===== config.mk =====
export PLATFORM = sky130hd
export DESIGN_NAME = tile_adjacency_weighted_picker_top
export DESIGN_NICKNAME = d
export VERILOG_FILES = /design/src/tawp_pkg.sv /design/src/tawp_ram.sv /design/src/tawp_walk.sv /design/src/tile_adjacency_weighted_picker_top.sv
export SDC_FILE = /design/constraint.sdc
export NUM_CORES = 2
export LEC_CHECK = 0
export ABC_CLOCK_PERIOD_IN_PS = 9900
export BUFFER_PORTS_ARGS = -buffer_cell sky130_fd_sc_hd__buf_2
export CORE_ASPECT_RATIO = 0.75
export CORE_MARGIN = 2
export CORE_UTILIZATION = 50
export DETAILED_ROUTE_END_ITERATION = 16
export PLACE_DENSITY = 0.66
export SLEW_MARGIN = 40
export SYNTH_ARGS = -nofsm -noshare
export SYNTH_HDL_FRONTEND = slang
export SYNTH_SLANG_ARGS = --single-unit

===== constraint.sdc =====
create_clock -name clock -period 9.9 [get_ports clock]
set_input_delay 1.485 -clock clock [delete_from_list [all_inputs] [get_ports clock]]
set_output_delay 1.485 -clock clock [all_outputs]
set_load 0.02 [all_outputs]

===== src/tawp_pkg.sv =====
// Shared types and constants for the tile adjacency weighted picker.
// Used by tawp_walk and the top level; depends on nothing.
package tawp_pkg;

   localparam int MAX_RULES_DEF = 16;
   localparam int MAX_WIDTH_DEF = 256;

   localparam int OP_W       = 2;
   localparam int TILE_ID_W  = 10;
   localparam int WEIGHT_W   = 8;
   localparam int MASK_W     = 16;
   localparam int FRAC_W     = 16;
   localparam int GRID_W_W   = 9;
   localparam int GRID_H_W   = 16;
   localparam int COL_OUT_W  = 8;
   localparam int ROW_W      = 16;
   localparam int CSR_IDX_W  = 2;
   localparam int CSR_DATA_W = 16;

   localparam logic [OP_W-1:0] OP_LOAD  = 2'd0;
   localparam logic [OP_W-1:0] OP_START = 2'd1;
   localparam logic [OP_W-1:0] OP_CELL  = 2'd2;

   localparam logic [CSR_IDX_W-1:0] CSR_GRID_WIDTH  = 2'd0;
   localparam logic [CSR_IDX_W-1:0] CSR_GRID_HEIGHT = 2'd1;

   localparam logic [GRID_W_W-1:0] GRID_W_RESET = 9'd16;
   localparam logic [GRID_H_W-1:0] GRID_H_RESET = 16'd16;

   typedef struct packed {
      logic              present;
      logic [MASK_W-1:0] mask;
   } adj_mask_type;

   typedef struct packed {
      logic [TILE_ID_W-1:0] tile_id;
      logic [WEIGHT_W-1:0]  weight;
      adj_mask_type         below;
      adj_mask_type         right;
   } entry_type;

   typedef enum logic [2:0] {
      ST_IDLE,
      ST_LB_WAIT,
      ST_NB_READ,
      ST_NB_APPLY,
      ST_SUM,
      ST_MUL,
      ST_PICK,
      ST_DONE
   } state_type;

   typedef struct packed {
      logic sum_clear;
      logic sum_acc;
      logic mul_load;
      logic pick_clear;
      logic pick_step;
   } walk_ctrl_type;

endpackage


===== src/tawp_ram.sv =====
// Generic single-write, single-read RAM with registered read data.
// Holds the rule table and the row-above line buffer; no package needed.
module tawp_ram #(
   parameter int WIDTH = 8,
   parameter int DEPTH = 16,
   parameter int AW    = (DEPTH > 1) ? $clog2(DEPTH) : 1
) (
   input  logic             clock,
   input  logic             wr_en,
   input  logic [AW-1:0]    wr_addr,
   input  logic [WIDTH-1:0] wr_data,
   input  logic [AW-1:0]    rd_addr,
   output logic [WIDTH-1:0] rd_data
);

   logic [WIDTH-1:0] mem_ff [DEPTH];
   logic [WIDTH-1:0] rd_data_ff;

   always_ff @(posedge clock) begin
      if (wr_en) begin
         mem_ff[wr_addr] <= wr_data;
      end
      rd_data_ff <= mem_ff[rd_addr];
   end

   assign rd_data = rd_data_ff;

endmodule


===== src/tawp_walk.sv =====
// Shared weight unit: accumulates candidate weights, scales the random target
// and walks it down to the picked entry. Depends on tawp_pkg.
module tawp_walk #(
   parameter int MAX_RULES = tawp_pkg::MAX_RULES_DEF,
   parameter int IW        = (MAX_RULES > 1) ? $clog2(MAX_RULES) : 1
) (
   input  logic                           clock,
   input  logic                           reset,
   input  tawp_pkg::walk_ctrl_type        ctrl,
   input  logic                           cand_bit,
   input  logic [IW-1:0]                  data_idx,
   input  logic [tawp_pkg::WEIGHT_W-1:0]  weight,
   input  logic [tawp_pkg::TILE_ID_W-1:0] tile_id,
   input  logic [tawp_pkg::FRAC_W-1:0]    frac,
   output logic [IW-1:0]                  sel_idx,
   output logic [tawp_pkg::TILE_ID_W-1:0] sel_id
);
   import tawp_pkg::*;

   localparam int TOTW = $clog2(MAX_RULES * ((1 << WEIGHT_W) - 1) + 1);
   localparam int TGTW = TOTW + FRAC_W;

   logic [TOTW-1:0]      total_ff;
   logic [TGTW-1:0]      target_ff;
   logic                 found_ff;
   logic                 first_seen_ff;
   logic [IW-1:0]        pick_idx_ff;
   logic [IW-1:0]        first_idx_ff;
   logic [TILE_ID_W-1:0] pick_id_ff;
   logic [TILE_ID_W-1:0] first_id_ff;
   logic [TGTW-1:0]      scaled_w;
   logic                 hit;

   // weight in units of 1/65536, the scale of the total * fraction target
   assign scaled_w = TGTW'({weight, {FRAC_W{1'b0}}});
   assign hit      = target_ff < scaled_w;

   always_ff @(posedge clock) begin
      if (ctrl.sum_clear) begin
         total_ff <= '0;
      end else if (ctrl.sum_acc && cand_bit) begin
         total_ff <= total_ff + TOTW'(weight);
      end
      if (ctrl.mul_load) begin
         target_ff <= TGTW'(total_ff) * TGTW'(frac);
      end else if (ctrl.pick_step && cand_bit && !found_ff && !hit) begin
         target_ff <= target_ff - scaled_w;
      end
      if (ctrl.pick_step && cand_bit && !found_ff && hit) begin
         pick_idx_ff <= data_idx;
         pick_id_ff  <= tile_id;
      end
      if (ctrl.pick_step && cand_bit && !first_seen_ff) begin
         first_idx_ff <= data_idx;
         first_id_ff  <= tile_id;
      end
   end

   always_ff @(posedge clock) begin
      if (reset || ctrl.pick_clear) begin
         found_ff      <= 1'b0;
         first_seen_ff <= 1'b0;
      end else if (ctrl.pick_step && cand_bit) begin
         first_seen_ff <= 1'b1;
         if (hit) begin
            found_ff <= 1'b1;
         end
      end
   end

   // zero total weight never hits: fall back to the lowest candidate
   assign sel_idx = found_ff ? pick_idx_ff : first_idx_ff;
   assign sel_id  = found_ff ? pick_id_ff  : first_id_ff;

endmodule


===== src/tile_adjacency_weighted_picker_top.sv =====
// Tile adjacency weighted picker: scanline tile map generator, top level.
// Load/start items: busy stays low. Cell item: busy through LB_WAIT, NB_READ, NB_APPLY (per usable
// neighbor), SUM, MUL, PICK and DONE; the result strobes the cycle after DONE.
// One rule table read port, walked twice by one adder/compare unit (weight sum, then pick).
// No rules: the error result strobes the cycle after accept. The receiver cannot stall.
// Reset (sync, high) clears count, position and control registers; tables hold garbage until written.
module tile_adjacency_weighted_picker_top #(
   parameter int MAX_RULES = tawp_pkg::MAX_RULES_DEF,
   parameter int MAX_WIDTH = tawp_pkg::MAX_WIDTH_DEF
) (
   input  logic                            clock,
   input  logic                            reset,
   // command channel
   input  logic                            start,
   output logic                            busy,
   input  logic [tawp_pkg::OP_W-1:0]       req_op,
   input  logic [tawp_pkg::TILE_ID_W-1:0]  req_rule_tile_id,
   input  logic [tawp_pkg::WEIGHT_W-1:0]   req_rule_weight,
   input  logic [tawp_pkg::MASK_W-1:0]     req_below_allowed_mask,
   input  logic                            req_below_list_present,
   input  logic [tawp_pkg::MASK_W-1:0]     req_right_allowed_mask,
   input  logic                            req_right_list_present,
   input  logic [tawp_pkg::FRAC_W-1:0]     req_random_fraction,
   // result channel
   output logic                            rsp_valid,
   output logic [tawp_pkg::TILE_ID_W-1:0]  rsp_chosen_tile_id,
   output logic [tawp_pkg::COL_OUT_W-1:0]  rsp_cell_column,
   output logic [tawp_pkg::ROW_W-1:0]      rsp_cell_row,
   output logic                            rsp_last_cell,
   output logic                            rsp_no_rules_error,
   // configuration write channel
   input  logic                            csr_valid,
   output logic                            csr_ready,
   input  logic [tawp_pkg::CSR_IDX_W-1:0]  csr_index,
   input  logic [tawp_pkg::CSR_DATA_W-1:0] csr_wdata
);
   import tawp_pkg::*;

   localparam int IW   = (MAX_RULES > 1) ? $clog2(MAX_RULES) : 1;
   localparam int CNTW = $clog2(MAX_RULES + 1);
   localparam int CW   = (MAX_WIDTH > 1) ? $clog2(MAX_WIDTH) : 1;
   localparam int CMPW = ((CW > GRID_W_W) ? CW : GRID_W_W) + 1;
   localparam int EW   = $bits(entry_type);

   // ---------------- registers ----------------
   state_type            state_ff, state_in;
   logic [CNTW-1:0]      entry_count_ff, entry_count_in;
   logic [CW-1:0]        col_ff, col_in;
   logic [ROW_W-1:0]     row_ff, row_in;
   logic [IW-1:0]        left_ff, left_in;
   logic [GRID_W_W-1:0]  grid_w_ff, grid_w_in;
   logic [GRID_H_W-1:0]  grid_h_ff, grid_h_in;
   logic [MAX_RULES-1:0] cand_ff, cand_in;
   logic                 nb_sel_ff, nb_sel_in;     // 0: cell above, 1: cell to the left
   logic [CNTW-1:0]      rd_idx_ff, rd_idx_in;
   logic                 data_vld_ff, data_vld_in;
   logic [IW-1:0]        data_idx_ff, data_idx_in;
   logic [FRAC_W-1:0]    frac_ff, frac_in;
   logic                 rsp_valid_ff, rsp_valid_in;
   logic [TILE_ID_W-1:0] rsp_id_ff, rsp_id_in;
   logic [CW-1:0]        rsp_col_ff, rsp_col_in;
   logic [ROW_W-1:0]     rsp_row_ff, rsp_row_in;
   logic                 rsp_last_ff, rsp_last_in;
   logic                 rsp_err_ff, rsp_err_in;

   // ---------------- combinational ----------------
   logic                 accept;
   logic                 acc_load, acc_start, acc_cell;
   logic                 table_full;
   logic                 ent_we;
   entry_type            ent_wr_data;
   entry_type            ent_q;
   logic [EW-1:0]        ent_rd_data;
   logic [IW-1:0]        ent_rd_addr;
   logic [IW-1:0]        above_idx;
   logic                 lb_we;
   logic [IW-1:0]        nb_idx;
   logic                 nb_use;
   logic                 nb_ok;
   adj_mask_type         nb_mask;
   logic [MAX_RULES-1:0] mask_ext;
   logic [MAX_RULES-1:0] filt;
   logic [MAX_RULES-1:0] cand_init;
   logic                 walk_run;
   logic                 issue;
   logic                 walk_last;
   walk_ctrl_type        walk_ctrl;
   logic [IW-1:0]        sel_idx;
   logic [TILE_ID_W-1:0] sel_id;
   logic [CMPW-1:0]      gw_ext;
   logic [CMPW-1:0]      width_eff;
   logic [GRID_H_W:0]    height_eff;
   logic                 row_end;
   logic                 last;

   assign busy      = (state_ff != ST_IDLE);
   assign accept    = start && !busy;
   assign acc_load  = accept && (req_op == OP_LOAD);
   assign acc_start = accept && (req_op == OP_START);
   assign acc_cell  = accept && (req_op == OP_CELL);
   assign csr_ready = 1'b1;

   // rule table: loads append at the fill count, saturating when full
   assign table_full = (entry_count_ff >= CNTW'(MAX_RULES));
   assign ent_we     = acc_load && !table_full;

   always_comb begin
      ent_wr_data               = '0;
      ent_wr_data.tile_id       = req_rule_tile_id;
      ent_wr_data.weight        = req_rule_weight;
      ent_wr_data.below.mask    = req_below_allowed_mask;
      ent_wr_data.below.present = req_below_list_present;
      ent_wr_data.right.mask    = req_right_allowed_mask;
      ent_wr_data.right.present = req_right_list_present;
   end

   tawp_ram #(
      .WIDTH (EW),
      .DEPTH (MAX_RULES),
      .AW    (IW)
   ) u_rule_ram (
      .clock   (clock),
      .wr_en   (ent_we),
      .wr_addr (entry_count_ff[IW-1:0]),
      .wr_data (ent_wr_data),
      .rd_addr (ent_rd_addr),
      .rd_data (ent_rd_data)
   );

   assign ent_q = entry_type'(ent_rd_data);

   // line buffer: entry picked for each column of the previous row
   tawp_ram #(
      .WIDTH (IW),
      .DEPTH (MAX_WIDTH),
      .AW    (CW)
   ) u_line_buf (
      .clock   (clock),
      .wr_en   (lb_we),
      .wr_addr (col_ff),
      .wr_data (sel_idx),
      .rd_addr (col_ff),
      .rd_data (above_idx)
   );

   // neighbor filter: a stale index or an absent mask leaves the set alone
   assign nb_idx  = nb_sel_ff ? left_ff : above_idx;
   assign nb_use  = nb_sel_ff ? (col_ff != '0) : (row_ff != '0);
   assign nb_ok   = nb_use && (CNTW'(nb_idx) < entry_count_ff);
   assign nb_mask = nb_sel_ff ? ent_q.right : ent_q.below;

   always_comb begin
      for (int i = 0; i < MAX_RULES; i++) begin
         // entry positions past the mask width can never be allowed
         mask_ext[i]  = (i < MASK_W) ? nb_mask.mask[i % MASK_W] : 1'b0;
         cand_init[i] = (CNTW'(i) < entry_count_ff);
      end
   end

   assign filt = cand_ff & mask_ext;

   // table walk: one read issued per cycle, its data returned in the cycle after
   assign walk_run  = (state_ff == ST_SUM) || (state_ff == ST_PICK);
   assign issue     = rd_idx_ff < entry_count_ff;
   assign walk_last = data_vld_ff && (CNTW'(data_idx_ff) == (entry_count_ff - CNTW'(1)));

   tawp_walk #(
      .MAX_RULES (MAX_RULES),
      .IW        (IW)
   ) u_walk (
      .clock    (clock),
      .reset    (reset),
      .ctrl     (walk_ctrl),
      .cand_bit (cand_ff[data_idx_ff]),
      .data_idx (data_idx_ff),
      .weight   (ent_q.weight),
      .tile_id  (ent_q.tile_id),
      .frac     (frac_ff),
      .sel_idx  (sel_idx),
      .sel_id   (sel_id)
   );

   // map geometry: width 0 counts as 1 and is capped at the line buffer size
   assign gw_ext     = CMPW'(grid_w_ff);
   assign width_eff  = (gw_ext == '0) ? CMPW'(1) :
                       ((gw_ext > CMPW'(MAX_WIDTH)) ? CMPW'(MAX_WIDTH) : gw_ext);
   assign height_eff = (grid_h_ff == '0) ? (GRID_H_W+1)'(1) : {1'b0, grid_h_ff};
   assign row_end    = (CMPW'(col_ff) + CMPW'(1)) >= width_eff;
   assign last       = row_end && (({1'b0, row_ff} + (GRID_H_W+1)'(1)) >= height_eff);

   // ---------------- sequencer: next state ----------------
   always_comb begin
      state_in = state_ff;
      case (state_ff)
         ST_IDLE: begin
            if (acc_cell && (entry_count_ff != '0)) begin
               state_in = ST_LB_WAIT;
            end
         end
         ST_LB_WAIT: begin
            state_in = ST_NB_READ;
         end
         ST_NB_READ: begin
            if (nb_ok) begin
               state_in = ST_NB_APPLY;
            end else if (nb_sel_ff) begin
               state_in = ST_SUM;
            end
         end
         ST_NB_APPLY: begin
            state_in = nb_sel_ff ? ST_SUM : ST_NB_READ;
         end
         ST_SUM: begin
            if (walk_last) begin
               state_in = ST_MUL;
            end
         end
         ST_MUL: begin
            state_in = ST_PICK;
         end
         ST_PICK: begin
            if (walk_last) begin
               state_in = ST_DONE;
            end
         end
         ST_DONE: begin
            state_in = ST_IDLE;
         end
         default: begin
            state_in = ST_IDLE;
         end
      endcase
   end

   // ---------------- sequencer: outputs ----------------
   always_comb begin
      ent_rd_addr          = rd_idx_ff[IW-1:0];
      lb_we                = 1'b0;
      walk_ctrl            = '0;
      walk_ctrl.sum_clear  = acc_cell;
      case (state_ff)
         ST_NB_READ: begin
            ent_rd_addr = nb_idx;
         end
         ST_SUM: begin
            walk_ctrl.sum_acc = data_vld_ff;
         end
         ST_MUL: begin
            walk_ctrl.mul_load   = 1'b1;
            walk_ctrl.pick_clear = 1'b1;
         end
         ST_PICK: begin
            walk_ctrl.pick_step = data_vld_ff;
         end
         ST_DONE: begin
            lb_we = 1'b1;
         end
         default: begin
            ent_rd_addr = rd_idx_ff[IW-1:0];
         end
      endcase
   end

   // ---------------- datapath next values ----------------
   always_comb begin
      entry_count_in = entry_count_ff;
      col_in         = col_ff;
      row_in         = row_ff;
      left_in        = left_ff;
      grid_w_in      = grid_w_ff;
      grid_h_in      = grid_h_ff;
      cand_in        = cand_ff;
      nb_sel_in      = nb_sel_ff;
      rd_idx_in      = rd_idx_ff;
      data_vld_in    = walk_run && issue;
      data_idx_in    = rd_idx_ff[IW-1:0];
      frac_in        = frac_ff;
      rsp_valid_in   = 1'b0;
      rsp_id_in      = rsp_id_ff;
      rsp_col_in     = rsp_col_ff;
      rsp_row_in     = rsp_row_ff;
      rsp_last_in    = rsp_last_ff;
      rsp_err_in     = rsp_err_ff;

      if (csr_valid && csr_ready) begin
         if (csr_index == CSR_GRID_WIDTH) begin
            grid_w_in = csr_wdata[GRID_W_W-1:0];
         end else if (csr_index == CSR_GRID_HEIGHT) begin
            grid_h_in = csr_wdata[GRID_H_W-1:0];
         end
      end

      if (ent_we) begin
         entry_count_in = entry_count_ff + CNTW'(1);
      end

      if (acc_start) begin
         col_in  = '0;
         row_in  = '0;
         left_in = '0;
      end

      if (acc_cell) begin
         cand_in = cand_init;
         frac_in = req_random_fraction;
         if (entry_count_ff == '0) begin
            // no rules: error item at the current position, no advance
            rsp_valid_in = 1'b1;
            rsp_id_in    = '0;
            rsp_col_in   = col_ff;
            rsp_row_in   = row_ff;
            rsp_last_in  = 1'b0;
            rsp_err_in   = 1'b1;
         end
      end

      if (state_ff == ST_IDLE) begin
         nb_sel_in = 1'b0;
      end else if ((state_ff == ST_NB_READ) && !nb_ok) begin
         nb_sel_in = 1'b1;
      end else if (state_ff == ST_NB_APPLY) begin
         nb_sel_in = 1'b1;
         // a filter that would empty the set is skipped
         if (nb_mask.present && (filt != '0)) begin
            cand_in = filt;
         end
      end

      if (walk_run && issue) begin
         rd_idx_in = rd_idx_ff + CNTW'(1);
      end else if ((state_ff == ST_IDLE) || (state_ff == ST_MUL)) begin
         rd_idx_in = '0;
      end

      if (state_ff == ST_DONE) begin
         left_in      = sel_idx;
         rsp_valid_in = 1'b1;
         rsp_id_in    = sel_id;
         rsp_col_in   = col_ff;
         rsp_row_in   = row_ff;
         rsp_last_in  = last;
         rsp_err_in   = 1'b0;
         if (last) begin
            col_in = '0;
            row_in = '0;
         end else if (row_end) begin
            col_in = '0;
            row_in = row_ff + ROW_W'(1);
         end else begin
            col_in = col_ff + CW'(1);
         end
      end
   end

   // ---------------- registers ----------------
   always_ff @(posedge clock) begin
      if (reset) begin
         state_ff       <= ST_IDLE;
         entry_count_ff <= '0;
         col_ff         <= '0;
         row_ff         <= '0;
         left_ff        <= '0;
         grid_w_ff      <= GRID_W_RESET;
         grid_h_ff      <= GRID_H_RESET;
         nb_sel_ff      <= 1'b0;
         rd_idx_ff      <= '0;
         data_vld_ff    <= 1'b0;
         rsp_valid_ff   <= 1'b0;
      end else begin
         state_ff       <= state_in;
         entry_count_ff <= entry_count_in;
         col_ff         <= col_in;
         row_ff         <= row_in;
         left_ff        <= left_in;
         grid_w_ff      <= grid_w_in;
         grid_h_ff      <= grid_h_in;
         nb_sel_ff      <= nb_sel_in;
         rd_idx_ff      <= rd_idx_in;
         data_vld_ff    <= data_vld_in;
         rsp_valid_ff   <= rsp_valid_in;
      end
   end

   // payload, no reset
   always_ff @(posedge clock) begin
      cand_ff     <= cand_in;
      data_idx_ff <= data_idx_in;
      frac_ff     <= frac_in;
      rsp_id_ff   <= rsp_id_in;
      rsp_col_ff  <= rsp_col_in;
      rsp_row_ff  <= rsp_row_in;
      rsp_last_ff <= rsp_last_in;
      rsp_err_ff  <= rsp_err_in;
   end

   assign rsp_valid          = rsp_valid_ff;
   assign rsp_chosen_tile_id = rsp_id_ff;
   assign rsp_cell_column    = COL_OUT_W'(rsp_col_ff);
   assign rsp_cell_row       = rsp_row_ff;
   assign rsp_last_cell      = rsp_last_ff;
   assign rsp_no_rules_error = rsp_err_ff;

   // ---------------- assertions ----------------
   // the rule table only grows on an accepted load
   a_count_stable_busy: assert property (@(posedge clock) disable iff (reset)
      busy |=> $stable(entry_count_ff))
      else $error("rule count changed while a cell item was in flight");

   a_count_bound: assert property (@(posedge clock) disable iff (reset)
      entry_count_ff <= CNTW'(MAX_RULES))
      else $error("rule count past table size");

   // a normal result only follows the end of a walk
   a_rsp_from_done: assert property (@(posedge clock) disable iff (reset)
      (rsp_valid && !rsp_no_rules_error) |-> ($past(state_ff) == ST_DONE))
      else $error("cell item result without a completed walk");

   a_err_payload: assert property (@(posedge clock) disable iff (reset)
      (rsp_valid && rsp_no_rules_error) |-> ((rsp_chosen_tile_id == '0) && !rsp_last_cell))
      else $error("error item carries a tile or a last flag");

endmodule

==> results.txt <==
- Area of the core: around 180000 um^2
* Share of total power consumed by net switching: between 20% and 30%
* ANT nets after route: 0
- Crit end category: register
* Mapped Nets: 5182
- List of cells traversed by the critical path: nand2_1 > fa_1 > fa_1 > inv_1 > fa_1 > fa_1 > inv_1 > fa_1 > inv_1 > ha_1 > nand3_1 > nor4_1 > o21ai_1 > a31oi_1 > a21o_1 > nor4_1 > o31ai_1 > xnor2_1 > mux2i_1
- Dividing the final minimum period by the clock period gives between 60% and 70%.
- Final critical delay including setup and external delays: 6.079 ns
* Count leader, synth: edfxtp_1
- Final hold analysis gives a worst-case slack of 0.4285 ns.
- STA puts the critical path data required time at approximately 10 ns.
* Max-cap violations: 0
- The finished layout holds 7514 standard cells, fillers aside.
* Clock share of power: a little over two fifths
- Via count: between 40000 and 50000
- The first global-routing pass estimated 304.4 mm of wire.
* Total design power: between 15 and 20 mW
* Maximum resistive drop on vdd: 0.0001509 V
- Synth warnings: 0
- Share of the core filled with cells in the final layout: 56.23%
* Worst path setup slack after routing: about 3.8 ns
* CP max stage cell: dfxtp_1
* Placed cell count: about 7000
* Count of buffers added by post-CTS timing repair for setup: 0
* Ratio of cells with drive above 1 in the final layout: between 20 and 25%
- For this run, the leading register cell type out of synthesis is edfxtp_1.
- Summing all placed instances gives a cell area of 91940 um^2.
- Number of filler cells placed in the layout: 13148
* Post-DR wirelength/cell: between 20 and 30 um
* Mapped cell area: 88100 um^2
- Synth-to-Final Area Change: 11.84%
* Post-route cell area: roughly 99000 um^2
* Number of ports placed on the die boundary: 131
- In this run the deepest clock path goes through 3 buffers.
* Worst hold path type: register to register
* Post-synthesis register bit count: 2107
- The flow ran to the end, and the final reports show no timing, DRC or antenna violations.
* Minimum setup slack after placement: 3.806 ns
- The count of endpoints failing hold in the final timing report came to 0.
- Post-layout net count: ~5300
- Biggest area contributors in the synthesized netlist: edfxtp_1 66%, mux4_2 14%, dfxtp_1 3.6%, fa_1 3.2%, ha_1 1.7%
- The pre-antenna-repair detailed-routing pass consisted of 6 iterations.
* Height of the die: 367.5 um
- CP startpoint kind: register
- Yosys top cell area share: roughly two thirds
* Combinational fraction of design power: 4.6%
* Synth Instances: 4827
- Once the floorplan was initialized, standard cells occupied 50.28% of the core.
* Cts hold-fix bufs: 0
- TritonCTS built the clock tree.
- Number of sinks on the clock net: 2107
- Post-synth EDFFs: 1947
- The root buffer cell chosen for the clock tree is clkbuf_16.
- Total routing resource utilization after global routing: 23.12%
- H-tree levels: 4
- Slew at the pin closest to its max-slew limit: 0.9461 ns
* Number of distinct library cell variants in the gate-level netlist after synthesis: 69
- Global route overflow: 0
- Setup violations remaining at the end of the flow were counted as 0.
* Worst endpoint data arrival time: 6.62 ns
- The via count of the first global-routing pass was 44691.
- The critical path is of the register to register type.
- CTS buffer count: 193
- Number of placement rows: 133
- Remaining routing DRC violations: 0
* Top cell types by occurrence after synthesis: 1947 x edfxtp_1, 537 x mux4_2, 366 x nor2_1
- In this run, flip-flops and latches consume 53.9% of the power.
* Pwr Density: 185.0 nW/um^2
* Leakage component of the power: around 32 nW
- Chip Width: ~490 um
- The die covers 179600 um^2.
- In the synthesized netlist the async set-or-reset flop fraction comes to 0%.
- The worst pin sits at a relative slew slack of 36.93%.
- Setup repair after global routing left no endpoint under its margin.
- At the end of routability-driven placement, the weighted congestion stood at 0.8344.
- Starting DRT DRC Count: 4955
* Mean area per synthesized cell: 18.25 um^2
* Dominant cell type by area after synthesis: edfxtp_1
- Total net switching power: 3.891 mW
* Post-detailed-placement half-perimeter wirelength: 122.1 mm
* Count of input and output buffers: 129
- For this block, the routed nets add up to slightly above 200 mm of wire.
- Static timing analysis puts the maximum clock frequency at 164.5 MHz.
* Int Pwr: 14.34 mW
* Number of antenna violations at the first check in global routing: 31
- Once the clock tree was built, the resizer swapped 0 gates to a different size.
- Clock edge transition at the registers on the reported setup and hold paths: 0.07 ns
* Pin count of the biggest net entering global routing: 129
- Clock latency on the worst-skew pair: 0.87 ns
* Number of vias per cell after detailed routing: roughly 6
- The setup check on the worst reg-to-reg path leaves a slack of 3.82 ns.
* Maximum net fanout on the critical path: 18
- The final number of max-transition violations is 0.
- Among the stages of the critical path, the cell type that occurs most often is fa_1.
- After synthesis, flip-flops and latches occupy 70.00% of the total area.
- Adding up every negative setup slack in the final design gives 0 ns.
- Setup skew after layout: slightly above 0.07 ns
- In this design, the stage delay of the slowest critical-path cell is slightly below 0.8 ns.
final timing paths:
kind / start / end / cells after the start
max: u_walk.total_ff[3] / u_walk.target_ff[25] / 19
min: rd_idx_ff[3] / data_idx_ff[3] / 0
max reg2reg: u_walk.total_ff[3] / u_walk.target_ff[25] / 19
min reg2reg: rd_idx_ff[3] / data_idx_ff[3] / 0
power by group through the flow:
| stage | Sequential (mW) | Combinational (mW) | Clock (mW) |
|---|---|---|---|
| after floorplan | 9.97 | 0.600 | 0 |
| after global placement | 10.0 | 0.817 | 0 |
| after detailed placement | 10.0 | 0.834 | 0 |
| after CTS | 9.82 | 0.839 | 7.70 |
| after global routing | 9.82 | 0.909 | 8.04 |
| final | 9.82 | 0.830 | 7.58 |
kinds of logic after synthesis:
logic type               after synthesis  synth area share (%)
flip-flops                          2107                 70.00
AND/OR/NAND/NOR                      919                 4.755
multiplexers                         646                 15.00
buffers and inverters                497                 2.365
AO/OA/AOI/OAI                        349                 2.497
adder cells (fa/ha/maj)              263                 4.936
XOR/XNOR                              45                0.4474
other                                  1              0.004256
state kept, by name, summed over array words and instances, names as in the netlist, 4 cells and up:
name,flops
u_line_buf.rd_data,4
u_walk.pick_idx_ff,4
u_walk.first_id_ff,10
u_walk.pick_id_ff,10
left_ff,4
frac_ff,16
u_rule_ram.mem_ff,832
row_ff,16
u_walk.first_idx_ff,4
u_walk.target_ff,12
rsp_cell_row,16
rsp_cell_column,8
u_walk.total_ff,12
cand_ff,16
u_rule_ram.rd_data,52
data_idx_ff,4
u_line_buf.mem_ff,1024
rd_idx_ff,5
entry_count_ff,5
rsp_chosen_tile_id,10
grid_h_ff,16
col_ff,8
grid_w_ff,9
layout by cell type, fill, tap and decap left out, drive strengths merged, types with 10 or more instances in the layout:
cell,n
edfxtp,1947
mux4,537
nor2,366
clkbuf,260
nand2,236
inv,229
buf,226
dfxtp,160
fa,141
a21oi,125
ha,122
nor2b,85
mux2i,85
clkinv,79
and2,63
nand3,59
a211oi,57
o21ai,55
xnor2,34
mux2,24
nand2b,22
nor3,22
o211ai,21
a21o,20
bufinv,16
nor4,16
and3,13
xor2,11
nand4,10
a22o,10
routing by layer:
metal / global-route usage, % / up-vias / part of all wire (%)
li1: - / 19089 / -
met1: 36.30 / 23711 / 45
met2: 33.28 / 1954 / 45
met3: 4.969 / 288 / 8.6
met4: 5.221 / 8 / 2.0
met5: 0 / - / 0.026
final cells by class:
| type | instances | area (um^2) | area share [%] |
|---|---|---|---|
| antenna | 7 | 17.52 | 0.01778 |
| tap | 2362 | 2955 | 2.999 |
| timing repair buffer | 226 | 1822 | 1.849 |
| inverter | 226 | 848.3 | 0.8609 |
| sequential | 2107 | 61690 | 62.60 |
| multi-input combinational | 2223 | 24710 | 25.08 |
| clock buffer | 260 | 5294 | 5.373 |
| clock inverter | 103 | 1202 | 1.220 |
critical path, delay by kind of cell, from the launching register on:
family                     cells  cell delay (ns)
muxes                          1             0.09
xor gates and xnor gates       1             0.16
DFF                            1             0.79
AOI/OAI and AO/OA              4             1.20
and+or+nand+nor                4             0.65
adders and majority gates      6             2.73
buffers and inverters          3             0.17
Note: power is estimated with default switching activity, not from simulation.
